<file path="src/ntd_pkg.sv">
`default_nettype none

package ntd_pkg;

    localparam int QUO_W  = 18;
    localparam int DIVR_W = 15;
    localparam int CNT_W  = $clog2(QUO_W);
    localparam int MS_W   = 19;

    localparam logic [QUO_W-1:0] DIVIDEND  = QUO_W'(60000 * 4);
    localparam logic [MS_W-1:0]  TEMPO0_MS = MS_W'(250);
    localparam logic [MS_W-1:0]  MS_FLOOR  = MS_W'(10);
    localparam logic [7:0]       DUR_MAX   = 8'd32;
    localparam logic [3:0]       OCT_MAX   = 4'd8;
    localparam logic [7:0]       DUR_DEF   = 8'd4;
    localparam logic [3:0]       OCT_DEF   = 4'd4;
    localparam logic [2:0]       DOTS_MAX  = 3'd4;

    localparam logic [7:0] CH_NUL   = 8'h00;
    localparam logic [7:0] CH_TAB   = 8'h09;
    localparam logic [7:0] CH_SPACE = 8'h20;
    localparam logic [7:0] CH_HASH  = 8'h23;
    localparam logic [7:0] CH_COMMA = 8'h2C;
    localparam logic [7:0] CH_DOT   = 8'h2E;
    localparam logic [7:0] CH_0     = 8'h30;
    localparam logic [7:0] CH_9     = 8'h39;
    localparam logic [7:0] CH_UA    = 8'h41;
    localparam logic [7:0] CH_UG    = 8'h47;
    localparam logic [7:0] CH_UP    = 8'h50;
    localparam logic [7:0] CH_UNDER = 8'h5F;
    localparam logic [7:0] CH_LA    = 8'h61;
    localparam logic [7:0] CH_LZ    = 8'h7A;
    localparam logic [7:0] CASE_GAP = 8'd32;

    localparam logic [2:0] PH_LEAD = 3'd0;
    localparam logic [2:0] PH_DUR  = 3'd1;
    localparam logic [2:0] PH_LET  = 3'd2;
    localparam logic [2:0] PH_SHP  = 3'd3;
    localparam logic [2:0] PH_OCT  = 3'd4;
    localparam logic [2:0] PH_DOT  = 3'd5;
    localparam logic [2:0] PH_DONE = 3'd6;
    localparam logic [2:0] PH_BAD  = 3'd7;

    localparam logic [1:0] ST_NOTE  = 2'd0;
    localparam logic [1:0] ST_PAUSE = 2'd1;
    localparam logic [1:0] ST_EMPTY = 2'd2;
    localparam logic [1:0] ST_BAD   = 2'd3;

    localparam logic [2:0] REG_DEF_DURATION = 3'd0;
    localparam logic [2:0] REG_DEF_OCTAVE   = 3'd1;
    localparam logic [2:0] REG_TEMPO_BPM    = 3'd2;
    localparam logic [2:0] REG_MIN_FREQ     = 3'd3;
    localparam logic [2:0] REG_MAX_FREQ     = 3'd4;

    typedef struct packed {
        logic             done;
        logic [QUO_W-1:0] quotient;
    } ntd_div_res_t;

    function automatic logic [15:0] tone_base(input logic [3:0] idx);
        logic [15:0] hz;
        case (idx)
            4'd0:    hz = 16'd262;
            4'd1:    hz = 16'd277;
            4'd2:    hz = 16'd294;
            4'd3:    hz = 16'd311;
            4'd4:    hz = 16'd330;
            4'd5:    hz = 16'd349;
            4'd6:    hz = 16'd370;
            4'd7:    hz = 16'd392;
            4'd8:    hz = 16'd415;
            4'd9:    hz = 16'd440;
            4'd10:   hz = 16'd466;
            4'd11:   hz = 16'd494;
            default: hz = 16'd0;
        endcase
        return hz;
    endfunction

    function automatic logic [3:0] letter_offset(input logic [2:0] letter);
        logic [3:0] offs;
        case (letter)
            3'd0:    offs = 4'd9;
            3'd1:    offs = 4'd11;
            3'd2:    offs = 4'd0;
            3'd3:    offs = 4'd2;
            3'd4:    offs = 4'd4;
            3'd5:    offs = 4'd5;
            3'd6:    offs = 4'd7;
            default: offs = 4'd0;
        endcase
        return offs;
    endfunction

endpackage

`default_nettype wire

</file>
<file path="src/ntd_if.sv">
`default_nettype none

interface ntd_char_if;
    logic       valid;
    logic       ready;
    logic [7:0] character;
    logic       end_of_text;

    modport source (output valid, character, end_of_text, input ready);
    modport sink (input valid, character, end_of_text, output ready);
endinterface

interface ntd_note_if;
    logic        valid;
    logic        ready;
    logic [1:0]  status;
    logic [6:0]  semitone;
    logic [15:0] frequency_hz;
    logic [5:0]  duration_code;
    logic [2:0]  dot_count;
    logic [18:0] duration_ms;

    modport source (output valid, status, semitone, frequency_hz, duration_code, dot_count,
                    duration_ms, input ready);
    modport sink (input valid, status, semitone, frequency_hz, duration_code, dot_count,
                  duration_ms, output ready);
endinterface

interface ntd_cfg_if;
    logic        valid;
    logic        ready;
    logic [2:0]  index;
    logic [15:0] data;

    modport source (output valid, index, data, input ready);
    modport sink (input valid, index, data, output ready);
endinterface

`default_nettype wire

</file>
<file path="src/note_token_decoder.sv">
// Note token decoder: turns a character stream of comma-separated note tokens
// into one note word per token.
// The chars channel takes one character word per cycle while the block is
// parsing; a token closes on a comma, a zero character, or end_of_text.
// Each closed token yields one word on the notes channel with status,
// semitone, clamped frequency, duration divisor, dot count and length in ms.
// The cfg channel writes the five registers; the user is to write them only
// while the block is idle, which it does not enforce; cfg is always ready.
// A character that does not close a token is absorbed in the idle state.
// A closing character passes the prep and start states, then the bit-serial
// divider that computes 240000 / (duration * bpm) at one quotient bit per
// cycle, then one dot step per dot extension, before its word is loaded out.
// Empty or bad tokens and tempo zero skip the divider and the dot steps.
// Chars is not ready while a token result is being computed.
// The note word sits in an output register; parsing of the next token goes on
// while it waits, and a new result waits for that register to empty.
// Reset clears the parser, drops any pending word and loads the register
// defaults 4, 4, 120, 20 and 20000.
`default_nettype none

module note_token_decoder
    import ntd_pkg::*;
(
    input  logic              clk,
    input  logic              rst_n,
    ntd_char_if.sink          chars,
    ntd_note_if.source        notes,
    ntd_cfg_if.sink           cfg
);

    localparam logic [2:0] S_IDLE  = 3'd0;
    localparam logic [2:0] S_PREP  = 3'd1;
    localparam logic [2:0] S_START = 3'd2;
    localparam logic [2:0] S_DIV   = 3'd3;
    localparam logic [2:0] S_DOTS  = 3'd4;
    localparam logic [2:0] S_OUT   = 3'd5;

    logic [2:0]  state_reg, state_next;

    logic [2:0]  phase_reg, phase_next;
    logic [7:0]  len_reg, len_next;
    logic [3:0]  oct_reg, oct_next;
    logic        seen_reg, seen_next;
    logic [2:0]  letter_reg, letter_next;
    logic        pause_reg, pause_next;
    logic        sharp_reg, sharp_next;
    logic [2:0]  dots_reg, dots_next;

    logic [2:0]  fphase;
    logic [7:0]  flen;
    logic [3:0]  foct;
    logic        fseen;
    logic [2:0]  fletter;
    logic        fpause;
    logic        fsharp;
    logic [2:0]  fdots;

    logic [7:0]  def_dur_reg;
    logic [3:0]  def_oct_reg;
    logic [9:0]  bpm_reg;
    logic [15:0] fmin_reg;
    logic [15:0] fmax_reg;

    logic [1:0]       rstat_reg, rstat_next;
    logic [6:0]       rsemi_reg, rsemi_next;
    logic [15:0]      rfreq_reg, rfreq_next;
    logic [5:0]       rdur_reg, rdur_next;
    logic [2:0]       rdots_reg, rdots_next;
    logic [MS_W-1:0]  ms_reg, ms_next;
    logic [QUO_W-1:0] part_reg, part_next;
    logic [2:0]       dcnt_reg, dcnt_next;

    logic        out_valid_reg, out_valid_next;
    logic [1:0]  o_status_reg;
    logic [6:0]  o_semi_reg;
    logic [15:0] o_freq_reg;
    logic [5:0]  o_dur_reg;
    logic [2:0]  o_dots_reg;
    logic [18:0] o_ms_reg;
    logic        out_load;

    logic [7:0]  upper;
    logic        is_digit;
    logic        is_letter;
    logic [3:0]  digit;
    logic [11:0] len_sum;
    logic [7:0]  oct_sum;
    logic        is_close;

    logic [7:0]  dur_eff;
    logic [5:0]  dur_cl;
    logic [3:0]  oct_eff;
    logic [3:0]  oct_cl;
    logic [3:0]  offs;
    logic        wrap;
    logic [3:0]  oct_tone;
    logic [3:0]  idx;
    logic [6:0]  semi;
    logic [15:0] base;
    logic [15:0] shifted;
    logic [15:0] f_low;
    logic [15:0] f_clamp;

    logic              div_start;
    logic [15:0]       prod;
    ntd_div_res_t      div_res;
    logic [QUO_W-1:0]  part_half;

    ntd_div u_div (
        .clk     (clk),
        .rst_n   (rst_n),
        .start   (div_start),
        .divisor (prod[DIVR_W-1:0]),
        .res     (div_res)
    );

    always_comb
    begin
        upper = chars.character;
        if (chars.character inside {[CH_LA:CH_LZ]})
        begin
            upper = chars.character - CASE_GAP;
        end
        is_digit  = chars.character inside {[CH_0:CH_9]};
        is_letter = (upper == CH_UP) || (upper inside {[CH_UA:CH_UG]});
        digit     = chars.character[3:0];
        len_sum   = ({4'd0, len_reg} << 3) + ({4'd0, len_reg} << 1) + {8'd0, digit};
        oct_sum   = ({4'd0, oct_reg} << 3) + ({4'd0, oct_reg} << 1) + {4'd0, digit};

        fphase  = phase_reg;
        flen    = len_reg;
        foct    = oct_reg;
        fseen   = seen_reg;
        fletter = letter_reg;
        fpause  = pause_reg;
        fsharp  = sharp_reg;
        fdots   = dots_reg;

        case (phase_reg)
            PH_LEAD, PH_DUR:
            begin
                if (phase_reg == PH_LEAD
                    && (chars.character == CH_SPACE || chars.character == CH_TAB))
                begin
                    fphase = phase_reg;
                end
                else if (is_digit)
                begin
                    flen   = (len_sum > 12'd255) ? 8'd255 : len_sum[7:0];
                    fphase = PH_DUR;
                end
                else if (is_letter)
                begin
                    fpause  = (upper == CH_UP);
                    fletter = (upper == CH_UP) ? 3'd0 : (upper[2:0] - 3'd1);
                    fphase  = PH_LET;
                end
                else
                begin
                    fphase = PH_BAD;
                end
            end
            PH_LET, PH_SHP, PH_OCT:
            begin
                if (phase_reg == PH_LET
                    && (chars.character == CH_HASH || chars.character == CH_UNDER))
                begin
                    fsharp = 1'b1;
                    fphase = PH_SHP;
                end
                else if (is_digit)
                begin
                    foct   = (oct_sum > 8'd15) ? 4'd15 : oct_sum[3:0];
                    fseen  = 1'b1;
                    fphase = PH_OCT;
                end
                else if (chars.character == CH_DOT)
                begin
                    fdots  = 3'd1;
                    fphase = PH_DOT;
                end
                else
                begin
                    fphase = PH_DONE;
                end
            end
            PH_DOT:
            begin
                if (chars.character == CH_DOT)
                begin
                    if (dots_reg < DOTS_MAX)
                    begin
                        fdots = dots_reg + 3'd1;
                    end
                end
                else
                begin
                    fphase = PH_DONE;
                end
            end
            default:
            begin
                fphase = phase_reg;
            end
        endcase
    end

    always_comb
    begin
        dur_eff  = (len_reg != 8'd0) ? len_reg
                 : ((def_dur_reg != 8'd0) ? def_dur_reg : DUR_DEF);
        dur_cl   = (dur_eff > DUR_MAX) ? DUR_MAX[5:0] : dur_eff[5:0];
        oct_eff  = seen_reg ? oct_reg : ((def_oct_reg != 4'd0) ? def_oct_reg : OCT_DEF);
        oct_cl   = (oct_eff > OCT_MAX) ? OCT_MAX : oct_eff;
        offs     = letter_offset(letter_reg) + {3'd0, sharp_reg};
        wrap     = (offs == 4'd12);
        oct_tone = wrap ? (oct_cl + 4'd1) : oct_cl;
        idx      = wrap ? 4'd0 : offs;
        semi     = ({3'd0, oct_cl} << 3) + ({3'd0, oct_cl} << 2) + {3'd0, offs};
        base     = tone_base(idx);
        if (oct_tone >= 4'd4)
        begin
            shifted = base << (oct_tone - 4'd4);
        end
        else
        begin
            shifted = base >> (4'd4 - oct_tone);
        end
        f_low   = (shifted < fmin_reg) ? fmin_reg : shifted;
        f_clamp = (f_low > fmax_reg) ? fmax_reg : f_low;
        prod      = {10'd0, rdur_reg} * {6'd0, bpm_reg};
        part_half = {1'b0, part_reg[QUO_W-1:1]};
        is_close  = (chars.character == CH_COMMA) || (chars.character == CH_NUL);
    end

    always_comb
    begin
        state_next  = state_reg;
        phase_next  = phase_reg;
        len_next    = len_reg;
        oct_next    = oct_reg;
        seen_next   = seen_reg;
        letter_next = letter_reg;
        pause_next  = pause_reg;
        sharp_next  = sharp_reg;
        dots_next   = dots_reg;
        rstat_next  = rstat_reg;
        rsemi_next  = rsemi_reg;
        rfreq_next  = rfreq_reg;
        rdur_next   = rdur_reg;
        rdots_next  = rdots_reg;
        ms_next     = ms_reg;
        part_next   = part_reg;
        dcnt_next   = dcnt_reg;
        div_start   = 1'b0;
        out_load    = 1'b0;
        out_valid_next = out_valid_reg && !notes.ready;

        case (state_reg)
            S_IDLE:
            begin
                if (chars.valid)
                begin
                    if (!is_close)
                    begin
                        phase_next  = fphase;
                        len_next    = flen;
                        oct_next    = foct;
                        seen_next   = fseen;
                        letter_next = fletter;
                        pause_next  = fpause;
                        sharp_next  = fsharp;
                        dots_next   = fdots;
                    end
                    if (is_close || chars.end_of_text)
                    begin
                        state_next = S_PREP;
                    end
                end
            end
            S_PREP:
            begin
                rsemi_next = '0;
                rfreq_next = '0;
                rdur_next  = '0;
                rdots_next = '0;
                ms_next    = '0;
                if (phase_reg == PH_LEAD || phase_reg == PH_DUR)
                begin
                    rstat_next = ST_EMPTY;
                    state_next = S_OUT;
                end
                else if (phase_reg == PH_BAD)
                begin
                    rstat_next = ST_BAD;
                    state_next = S_OUT;
                end
                else
                begin
                    rstat_next = pause_reg ? ST_PAUSE : ST_NOTE;
                    rsemi_next = pause_reg ? 7'd0 : semi;
                    rfreq_next = pause_reg ? 16'd0 : f_clamp;
                    rdur_next  = dur_cl;
                    rdots_next = dots_reg;
                    if (bpm_reg == 10'd0)
                    begin
                        ms_next    = TEMPO0_MS;
                        state_next = S_OUT;
                    end
                    else
                    begin
                        state_next = S_START;
                    end
                end
                phase_next  = PH_LEAD;
                len_next    = '0;
                oct_next    = '0;
                seen_next   = 1'b0;
                letter_next = '0;
                pause_next  = 1'b0;
                sharp_next  = 1'b0;
                dots_next   = '0;
            end
            S_START:
            begin
                div_start  = 1'b1;
                state_next = S_DIV;
            end
            S_DIV:
            begin
                if (div_res.done)
                begin
                    ms_next    = {1'b0, div_res.quotient};
                    part_next  = div_res.quotient;
                    dcnt_next  = '0;
                    state_next = S_DOTS;
                end
            end
            S_DOTS:
            begin
                if (dcnt_reg == rdots_reg)
                begin
                    ms_next    = (ms_reg < MS_FLOOR) ? MS_FLOOR : ms_reg;
                    state_next = S_OUT;
                end
                else
                begin
                    part_next = part_half;
                    ms_next   = ms_reg + {1'b0, part_half};
                    dcnt_next = dcnt_reg + 3'd1;
                end
            end
            S_OUT:
            begin
                if (!out_valid_reg || notes.ready)
                begin
                    out_load       = 1'b1;
                    out_valid_next = 1'b1;
                    state_next     = S_IDLE;
                end
            end
            default:
            begin
                state_next = S_IDLE;
            end
        endcase
    end

    always_ff @(posedge clk or negedge rst_n)
    begin
        if (!rst_n)
        begin
            state_reg     <= S_IDLE;
            phase_reg     <= PH_LEAD;
            len_reg       <= '0;
            oct_reg       <= '0;
            seen_reg      <= 1'b0;
            letter_reg    <= '0;
            pause_reg     <= 1'b0;
            sharp_reg     <= 1'b0;
            dots_reg      <= '0;
            dcnt_reg      <= '0;
            out_valid_reg <= 1'b0;
            def_dur_reg   <= 8'd4;
            def_oct_reg   <= 4'd4;
            bpm_reg       <= 10'd120;
            fmin_reg      <= 16'd20;
            fmax_reg      <= 16'd20000;
        end
        else
        begin
            state_reg     <= state_next;
            phase_reg     <= phase_next;
            len_reg       <= len_next;
            oct_reg       <= oct_next;
            seen_reg      <= seen_next;
            letter_reg    <= letter_next;
            pause_reg     <= pause_next;
            sharp_reg     <= sharp_next;
            dots_reg      <= dots_next;
            dcnt_reg      <= dcnt_next;
            out_valid_reg <= out_valid_next;
            if (cfg.valid)
            begin
                case (cfg.index)
                    REG_DEF_DURATION: def_dur_reg <= cfg.data[7:0];
                    REG_DEF_OCTAVE:   def_oct_reg <= cfg.data[3:0];
                    REG_TEMPO_BPM:    bpm_reg     <= cfg.data[9:0];
                    REG_MIN_FREQ:     fmin_reg    <= cfg.data;
                    REG_MAX_FREQ:     fmax_reg    <= cfg.data;
                    default:          def_dur_reg <= def_dur_reg;
                endcase
            end
        end
    end

    always_ff @(posedge clk)
    begin
        rstat_reg <= rstat_next;
        rsemi_reg <= rsemi_next;
        rfreq_reg <= rfreq_next;
        rdur_reg  <= rdur_next;
        rdots_reg <= rdots_next;
        ms_reg    <= ms_next;
        part_reg  <= part_next;
        if (out_load)
        begin
            o_status_reg <= rstat_reg;
            o_semi_reg   <= rsemi_reg;
            o_freq_reg   <= rfreq_reg;
            o_dur_reg    <= rdur_reg;
            o_dots_reg   <= rdots_reg;
            o_ms_reg     <= ms_reg;
        end
    end

    assign chars.ready         = (state_reg == S_IDLE);
    assign cfg.ready           = 1'b1;
    assign notes.valid         = out_valid_reg;
    assign notes.status        = o_status_reg;
    assign notes.semitone      = o_semi_reg;
    assign notes.frequency_hz  = o_freq_reg;
    assign notes.duration_code = o_dur_reg;
    assign notes.dot_count     = o_dots_reg;
    assign notes.duration_ms   = o_ms_reg;

    a_fail_fields_zero: assert property (@(posedge clk) disable iff (!rst_n)
        notes.valid && (notes.status == ST_EMPTY || notes.status == ST_BAD)
        |-> notes.semitone == 7'd0 && notes.frequency_hz == 16'd0
            && notes.duration_ms == 19'd0 && notes.dot_count == 3'd0)
        else $error("failed token carries nonzero fields");

    a_note_ranges: assert property (@(posedge clk) disable iff (!rst_n)
        notes.valid && (notes.status == ST_NOTE || notes.status == ST_PAUSE)
        |-> notes.duration_ms >= MS_FLOOR && notes.duration_code != 6'd0
            && notes.duration_code <= DUR_MAX[5:0] && notes.dot_count <= DOTS_MAX)
        else $error("note word out of range");

    a_pause_silent: assert property (@(posedge clk) disable iff (!rst_n)
        notes.valid && notes.status == ST_PAUSE |-> notes.frequency_hz == 16'd0)
        else $error("pause with nonzero frequency");

    a_div_done_in_wait: assert property (@(posedge clk) disable iff (!rst_n)
        div_res.done |-> state_reg == S_DIV && $past(state_reg) == S_DIV)
        else $error("divider finished outside its wait state");

endmodule

`default_nettype wire

</file>
<file path="src/ntd_div.sv">
`default_nettype none

module ntd_div
    import ntd_pkg::*;
(
    input  logic              clk,
    input  logic              rst_n,
    input  logic              start,
    input  logic [DIVR_W-1:0] divisor,
    output ntd_div_res_t      res
);

    logic [QUO_W-1:0]  quo_reg, quo_next;
    logic [DIVR_W-1:0] rem_reg, rem_next;
    logic [DIVR_W-1:0] dvs_reg, dvs_next;
    logic [CNT_W-1:0]  cnt_reg, cnt_next;
    logic              busy_reg, busy_next;
    logic              done_reg, done_next;
    logic [DIVR_W:0]   trial;
    logic [DIVR_W:0]   diff;
    logic              qbit;

    always_comb
    begin
        trial     = {rem_reg, quo_reg[QUO_W-1]};
        diff      = trial - {1'b0, dvs_reg};
        qbit      = (trial >= {1'b0, dvs_reg});
        quo_next  = quo_reg;
        rem_next  = rem_reg;
        dvs_next  = dvs_reg;
        cnt_next  = cnt_reg;
        busy_next = busy_reg;
        done_next = 1'b0;
        if (start)
        begin
            quo_next  = DIVIDEND;
            rem_next  = '0;
            dvs_next  = divisor;
            cnt_next  = '0;
            busy_next = 1'b1;
        end
        else if (busy_reg)
        begin
            rem_next = qbit ? diff[DIVR_W-1:0] : trial[DIVR_W-1:0];
            quo_next = {quo_reg[QUO_W-2:0], qbit};
            if (cnt_reg == CNT_W'(QUO_W - 1))
            begin
                busy_next = 1'b0;
                done_next = 1'b1;
            end
            else
            begin
                cnt_next = cnt_reg + CNT_W'(1);
            end
        end
    end

    always_ff @(posedge clk or negedge rst_n)
    begin
        if (!rst_n)
        begin
            busy_reg <= 1'b0;
            done_reg <= 1'b0;
            cnt_reg  <= '0;
        end
        else
        begin
            busy_reg <= busy_next;
            done_reg <= done_next;
            cnt_reg  <= cnt_next;
        end
    end

    always_ff @(posedge clk)
    begin
        quo_reg <= quo_next;
        rem_reg <= rem_next;
        dvs_reg <= dvs_next;
    end

    assign res.done     = done_reg;
    assign res.quotient = quo_reg;

endmodule

`default_nettype wire

</file>
<file path="src/flat_wrapper.sv">
// flat-port wrapper written by rule: the top's interface ports become plain ports
module note_token_decoder_flat import ntd_pkg::*;
  (clk, rst_n, chars_valid, chars_character, chars_end_of_text, chars_ready, notes_valid, notes_status, notes_semitone, notes_frequency_hz, notes_duration_code, notes_dot_count, notes_duration_ms, notes_ready, cfg_valid, cfg_index, cfg_data, cfg_ready);
  ntd_char_if chars_i ();
  ntd_note_if notes_i ();
  ntd_cfg_if cfg_i ();
  input  logic clk;
  input  logic rst_n;
  input wire logic [$bits(chars_i.valid)-1:0] chars_valid;
  input wire logic [$bits(chars_i.character)-1:0] chars_character;
  input wire logic [$bits(chars_i.end_of_text)-1:0] chars_end_of_text;
  output wire logic [$bits(chars_i.ready)-1:0] chars_ready;
  output wire logic [$bits(notes_i.valid)-1:0] notes_valid;
  output wire logic [$bits(notes_i.status)-1:0] notes_status;
  output wire logic [$bits(notes_i.semitone)-1:0] notes_semitone;
  output wire logic [$bits(notes_i.frequency_hz)-1:0] notes_frequency_hz;
  output wire logic [$bits(notes_i.duration_code)-1:0] notes_duration_code;
  output wire logic [$bits(notes_i.dot_count)-1:0] notes_dot_count;
  output wire logic [$bits(notes_i.duration_ms)-1:0] notes_duration_ms;
  input wire logic [$bits(notes_i.ready)-1:0] notes_ready;
  input wire logic [$bits(cfg_i.valid)-1:0] cfg_valid;
  input wire logic [$bits(cfg_i.index)-1:0] cfg_index;
  input wire logic [$bits(cfg_i.data)-1:0] cfg_data;
  output wire logic [$bits(cfg_i.ready)-1:0] cfg_ready;
  assign chars_i.valid = chars_valid;
  assign chars_i.character = chars_character;
  assign chars_i.end_of_text = chars_end_of_text;
  assign chars_ready = chars_i.ready;
  assign notes_valid = notes_i.valid;
  assign notes_status = notes_i.status;
  assign notes_semitone = notes_i.semitone;
  assign notes_frequency_hz = notes_i.frequency_hz;
  assign notes_duration_code = notes_i.duration_code;
  assign notes_dot_count = notes_i.dot_count;
  assign notes_duration_ms = notes_i.duration_ms;
  assign notes_i.ready = notes_ready;
  assign cfg_i.valid = cfg_valid;
  assign cfg_i.index = cfg_index;
  assign cfg_i.data = cfg_data;
  assign cfg_ready = cfg_i.ready;
  note_token_decoder u_core (.clk(clk), .rst_n(rst_n), .chars(chars_i), .notes(notes_i), .cfg(cfg_i));
endmodule
</file>
<file path="config.mk">
export PLATFORM = sky130hd
export DESIGN_NAME = note_token_decoder_flat
export DESIGN_NICKNAME = d
export VERILOG_FILES = /design/src/ntd_pkg.sv /design/src/ntd_if.sv /design/src/note_token_decoder.sv /design/src/ntd_div.sv /design/src/flat_wrapper.sv
export SDC_FILE = /design/constraint.sdc
export NUM_CORES = 1
export LEC_CHECK = 0
export ABC_AREA = 1
export BUFFER_PORTS_ARGS = -buffer_cell sky130_fd_sc_hd__buf_4
export CAP_MARGIN = 40
export CORE_MARGIN = 10
export CORE_UTILIZATION = 40
export CTS_CLUSTER_DIAMETER = 30
export DETAILED_ROUTE_END_ITERATION = 6
export GPL_TIMING_DRIVEN = 0
export PLACE_DENSITY = 0.66
export SYNTH_ARGS = -nofsm -noshare
export SYNTH_HDL_FRONTEND = slang
export SYNTH_SLANG_ARGS = --single-unit
</file>
<file path="constraint.sdc">
create_clock -name clk -period 8 [get_ports clk]
set_input_delay 0.4 -clock clk [delete_from_list [all_inputs] [get_ports clk]]
set_output_delay 0.4 -clock clk [all_outputs]
set_load 0.1 [all_outputs]
</file>
# Yosys cells after proc, flatten, opt, wreduce, memory -nomap -nowiden
# Memory sizes are Yosys's and may differ from the RTL's.
# Cells that the tools add are included.
[totals]
reg_bits = 264
mem_bits_ro = 144
input_bits = 33
output_inout_bits = 56
wordCells = 290
n_memories = 1
[mem_list]
columns = ["memory", "depth", "word_bits", "read_ports", "rd_clocked_by_memory_dff", "wr", "line_no", "text"]
rows = [
  ["(name not given)", 16, 9, 1, 0, 0, "ntd_pkg.sv:62", "case (idx)"],
]
[classes]
n_addsub = 17
multipliers = 1
n_lt_le_gt_ge = 16
eq_ne = 56
shifts = 2
n_mux = 112
reduce_logical = 48
[op_table]
columns = ["operator", "n"]
rows = [
  ["$mux 3", 32],
  ["$mux 19", 5],
  ["$mux 8", 10],
  ["$pmux 19 s3", 1],
  ["$mux 16", 3],
  ["$mux 4", 11],
  ["$mux 18", 2],
  ["$pmux 18 s2", 1],
  ["$eq 8x6->1 const B", 4],
  ["$pmux 3 s2", 5],
  ["$mux 1", 28],
  ["$eq 3x3->1 const B", 9],
  ["$pmux 4 s6", 1],
  ["$eq 3x2->1 const B", 7],
  ["$add 19x17->19", 1],
  ["$lt 19x4->1 const B", 1],
  ["$ne 2x1->1 const B", 9],
  ["$pmux 3 s6", 1],
  ["$reduce_and 6->1", 3],
  ["$eq 8x7->1 const B", 2],
  ["$ge 16x15->1", 1],
  ["$ge 8x7->1 const B", 2],
  ["$gt 16x16->1", 1],
  ["$le 8x7->1 const B", 2],
  ["62 further kinds", 110],
]

# Depth between registers and ports, before layout
[logic_depth]
depth_word = 14
ltp_mapped = 46
ltp_nobuf = 44

# Hierarchy
# From an unflattened synthesis, not the netlist that was laid out.
[unflattened]
hier_cells = 2119
hier_area_um2 = 17256.6
[modules_own_cells]
columns = ["mod", "instances", "cells_per_inst", "area_per_inst_um2", "seq_area_each_um2"]
rows = [
  ["note_token_decoder", 1, 1716, 14207.4, 5836.8],
  ["ntd_div", 1, 403, 3049.2, 1286.2],
]

# Least setup slack after synthesis
# Ideal clock, no wire load.
[synth_path]
path_type = "register -> register"
start = "register u_core.letter_reg[2]"
end = "register u_core.rfreq_reg[10] (data pin)"
setup_ps = 249
arrival_time_ps = 6907
t_required_ps = 7751
setup_slack_ps = 844
stages_incl_launch_ff = 36
path_buffers = 4
synth_period_minus_slack_ps = 7156
path_cell_list = "dfrtp_1 > or2_4 > a21boi_0 > ha_1 > ha_1 > nor2_2 > nand2_8 > nor2_8 > nand2_1 > nand2_2 > nand2_4 > inv_1 > clkbuf_1 > ha_1 > inv_1 > dlygate4sd1_1 > a21oi_1 > a221oi_1 > ha_1 > a21oi_1 > nand3b_1 > a21oi_1 > a2111oi_2 > dlygate4sd1_1 > nand3_1 > and2_1 > ha_1 > o211a_1 > o221ai_1 > nand2_1 > a32o_1 > clkbuf_1 > o21ai_0 > inv_1 > nand2_1 > inv_1"
[synth_between]
elab_chain_len = 12
elab_cells_between_ends = 22
cone_classes = "add/sub: 3; order compare: 3; eq/ne: 6; shift: 2; mux: 6; reduce/logical: 1; memory: 1"
[synth_lines]
columns = ["item", "line_no", "text"]
rows = [
  ["from (decl)", "note_token_decoder.sv:44", "logic [2:0] letter_reg, letter_next;"],
  ["from (signal assigned)", "note_token_decoder.sv:397", "letter_reg <= letter_next;"],
  ["$eq 3x3->1, or another cell as far along", "ntd_pkg.sv:82", "case (letter)"],
  ["$pmux 4 s6 (*)", "ntd_pkg.sv:82", ""],
  ["$add 4x1->4 (*)", "note_token_decoder.sv:215", "offs = letter_offset(letter_reg) + {3'd0, sharp_reg};"],
  ["via u_core.offs[1]", "note_token_decoder.sv:94", "logic [3:0] offs;"],
  ["$eq 4x4->1", "note_token_decoder.sv:216", "wrap = (offs == 4'd12);"],
  ["$mux 4, on equally long branches", "note_token_decoder.sv:218, note_token_decoder.sv:217", ""],
  ["$mem_v2 16x9, or another cell as far along", "n/a", ""],
  ["$shr 16x4->16 or $shl 16x4->16 (tied branches)", "note_token_decoder.sv:227, note_token_decoder.sv:223", ""],
  ["$mux 16 (*)", "note_token_decoder.sv:221", "if (oct_tone >= 4'd4)"],
  ["$lt 16x16->1", "note_token_decoder.sv:229", "f_low = (shifted < fmin_reg) ? fmin_reg : shifted;"],
  ["$mux 16 (*)", "note_token_decoder.sv:229", ""],
  ["$gt 16x16->1", "note_token_decoder.sv:230", "f_clamp = (f_low > fmax_reg) ? fmax_reg : f_low;"],
  ["$mux 16 (*)", "note_token_decoder.sv:230", ""],
  ["to (signal assigned)", "note_token_decoder.sv:421", "rfreq_reg <= rfreq_next;"],
  ["to (decl)", "note_token_decoder.sv:66", "logic [15:0] rfreq_reg, rfreq_next;"],
]
# Mark *: on every way through the listed nets, which the timed path passes. The rest lies on a longest branch.
# A chain may end at the register's enable or synchronous reset.

# Worst setup path in the final report
[layout_path]
start = "register u_core.letter_reg[2]"
end = "register u_core.rfreq_reg[8] (data pin)"
# Same word-level chain as after synthesis.

==> results.cfg <==
[critical_path]
cp_max_fo = 14
critPathBufInv = 6
reg2reg_from = u_core.letter_reg[2]
arrival_ns = 7.69
reg2reg_to = u_core.rfreq_reg[8]
critical_path_class = register to register
reg2reg_slack_ns = 0.68
end_kind = register
r2r_cells = 34
crit_family = compound AO/OA/AOI/OAI gates
start_kind = register
cpPeakStageDelay_ns = 0.62
crit_slowest_cell = a221oi_1
worst_path_most_repeated_cell = ha_1
required_ns = 8.37

[min_path]
hp-class = primary input to register
min-delay-start = cfg_data[10]
min_path_cells = 3
holdPathEnd = u_core.fmax_reg[10]

[finish]
syn_to_final_growth_pct = 21.4
diodes = 0
drive_gt1_frac = 0.134
stdcell_count = 2740
final_nets = 2358
final_cell_mix = 402 x nand2_1, 340 x inv_1, 165 x o21ai_0
final_area_sq_um = 20800
mostFrequentLayoutCell = nand2_1

[synthesis]
yosysWarnings = 0
synth_ff_type = edfxtp_1
synth_cell_type_count = 71
synthesis.nets = 2205
syn_inst = 1998
ys_async_sr_fraction = 0.350
yosysSeqAreaShare = 0.417
synth_edf_count = 138
ys_ff_latch = 263
syn_area_sq_um = 17100
avgSynthCellArea_sq_um = 8.55

[clock_tree]
clk_path_buf_depth = 3
clkSinkCount = 263
cts_tree = done
htreeDepth = 2
clk_latency_ns = 0.62
path_clk_slew_ns = 0.05
root_buffer = clkbuf_16
cts_buffers = 58

[floorplan]
die_w_microns = 227
start_util = 0.406
fp.coreArea_sq_um = 42100
num_rows = 75
die_area_sq_um = 51400
io_pins = 89
fp.dieH_microns = 227

[timing]
worst_slew_pin_slew_ns = 0.861
hold_ws_ns = 0.0568
finalMaxSlewViolations = 0
period_needed_ns = 7.32
setup_viol = 0
fmax_ghz = 0.137
report.final.hold_viol_count = 0
fin_crit_sh = 0.915
rsz0062_at_grt = no
slew_headroom = 0.421
fin_worst_skew_ns = 0.0476

[global_route]
grt_pass1_wl_microns = 71100
grt_max_degree = 60
track_usage = 0.170
antenna_found_initial = 0
grt_overflow = 0
grt_pass1_vias = 14500

[drt]
wl_per_cell_microns = 15.8
drc = 0
drt-total-wl_microns = 43200
viasPerCell = 5.16
final_antenna_net_count = 0
num_vias = 14200
firstDrtPassIters = 6
dr.first_iter.drc_count = 1105

[placement]
placed_cells = 2631
place_area_sq_um = 18600
place.gp.congestion = 0.922
port_buffers = 86
dpl.hpwl_microns = 32600

[flow_run]
cap_violations = 0

[run_status]
outcome = complete, no violations
## Yosys cell counts, drive strengths merged, types with 8 or more instances
cell,instances,area share
dfrtp,79,0.12
dfstp,13,0.020
nor4,9,0.0033
fa,40,0.047
edfxtp,138,0.24
clkbuf,39,0.0086
o31ai,8,0.0035
a21oi,115,0.034
a22oi,17,0.0075
dfxtp,33,0.039
nand2,431,0.11
o211ai,9,0.0040
nand4,11,0.0040
buf,15,0.0059
xor2,22,0.011
o22ai,26,0.0095
xnor2,9,0.0046
or2,10,0.0038
inv,343,0.075
a31oi,11,0.0044
nand3,102,0.034
ha,134,0.098
nor3,20,0.0059
nor2,125,0.029
o21ai,171,0.052
## metal layers
| layer | track usage | wire length, microns | vias up |
|---|---|---|---|
| li1 | - | - | 6979 |
| met4 | 0.0573 | 958 | 0 |
| met5 | 0 | 0 | - |
| met2 | 0.304 | 21700 | 391 |
| met3 | 0.0274 | 2420 | 78 |
| met1 | 0.202 | 18100 | 6704 |
## per-stage QoR
stage	util	worst slack, ns	setup TNS [ns]
floorplan	-	0.844	0
CTS	0.493	0.0905	0
finish	0.493	0.684	0
global route	0.493	0.0410	0
detailed placement	0.441	-0.0990	-0.824
global placement	0.437	-0.417	-5.70
## tightest hold or removal path: cells and delay by family
family	cells	cell delay [ns]
AOI/OAI and AO/OA	1	0.08
buffers and inverters	2	0.18
## layout make-up
cell class	instances	area, sq um
Buffer	54	249
Clock buffer	67	1590
Clock inverter	43	577
Fill cell	3948	21400
Inverter	347	1310
Multi-Input combinational cell	1332	8440
Sequential cell	263	7120
Tap cell	539	674
Timing Repair Buffer	95	797
## cell families after synthesis
logic type      Yosys count  synth area share
simple gates            717             0.190
mux                       1          0.000659
compound gates          408             0.139
xor+xnor                 31            0.0159
fa+ha+maj               174             0.145
other cells               1          0.000219
buf+inv                 403            0.0919
flops                   263             0.417
## how the worst max path moves through the flow
stage / endpoint / slack, ns / depth (start not counted) / start
after floorplan: u_core.rfreq_reg[10] / 0.84 / 35 / u_core.letter_reg[2]
after global placement: u_core.rfreq_reg[3] / -0.42 / 37 / u_core.letter_reg[2]
after detailed placement: u_core.rfreq_reg[10] / -0.1 / 38 / u_core.letter_reg[2]
after CTS: u_core.rfreq_reg[10] / 0.09 / 38 / u_core.letter_reg[2]
after global routing: u_core.rfreq_reg[11] / 0.04 / 38 / u_core.letter_reg[2]
final: u_core.rfreq_reg[8] / 0.68 / 34 / u_core.letter_reg[2]
## repair_timing
item,4_1_cts,5_1_grt
cloned,0,0
resized for setup,1,3
setup buffers,0,0
endpoints found under the hold margin,27,0
hold buffers,1,0
pin swaps,0,0
setup endpoints to repair,11,16
Power is left out: the tool's default activity adds up to more than one toggle a clock period on the data nets, which glitch-free logic cannot reach.
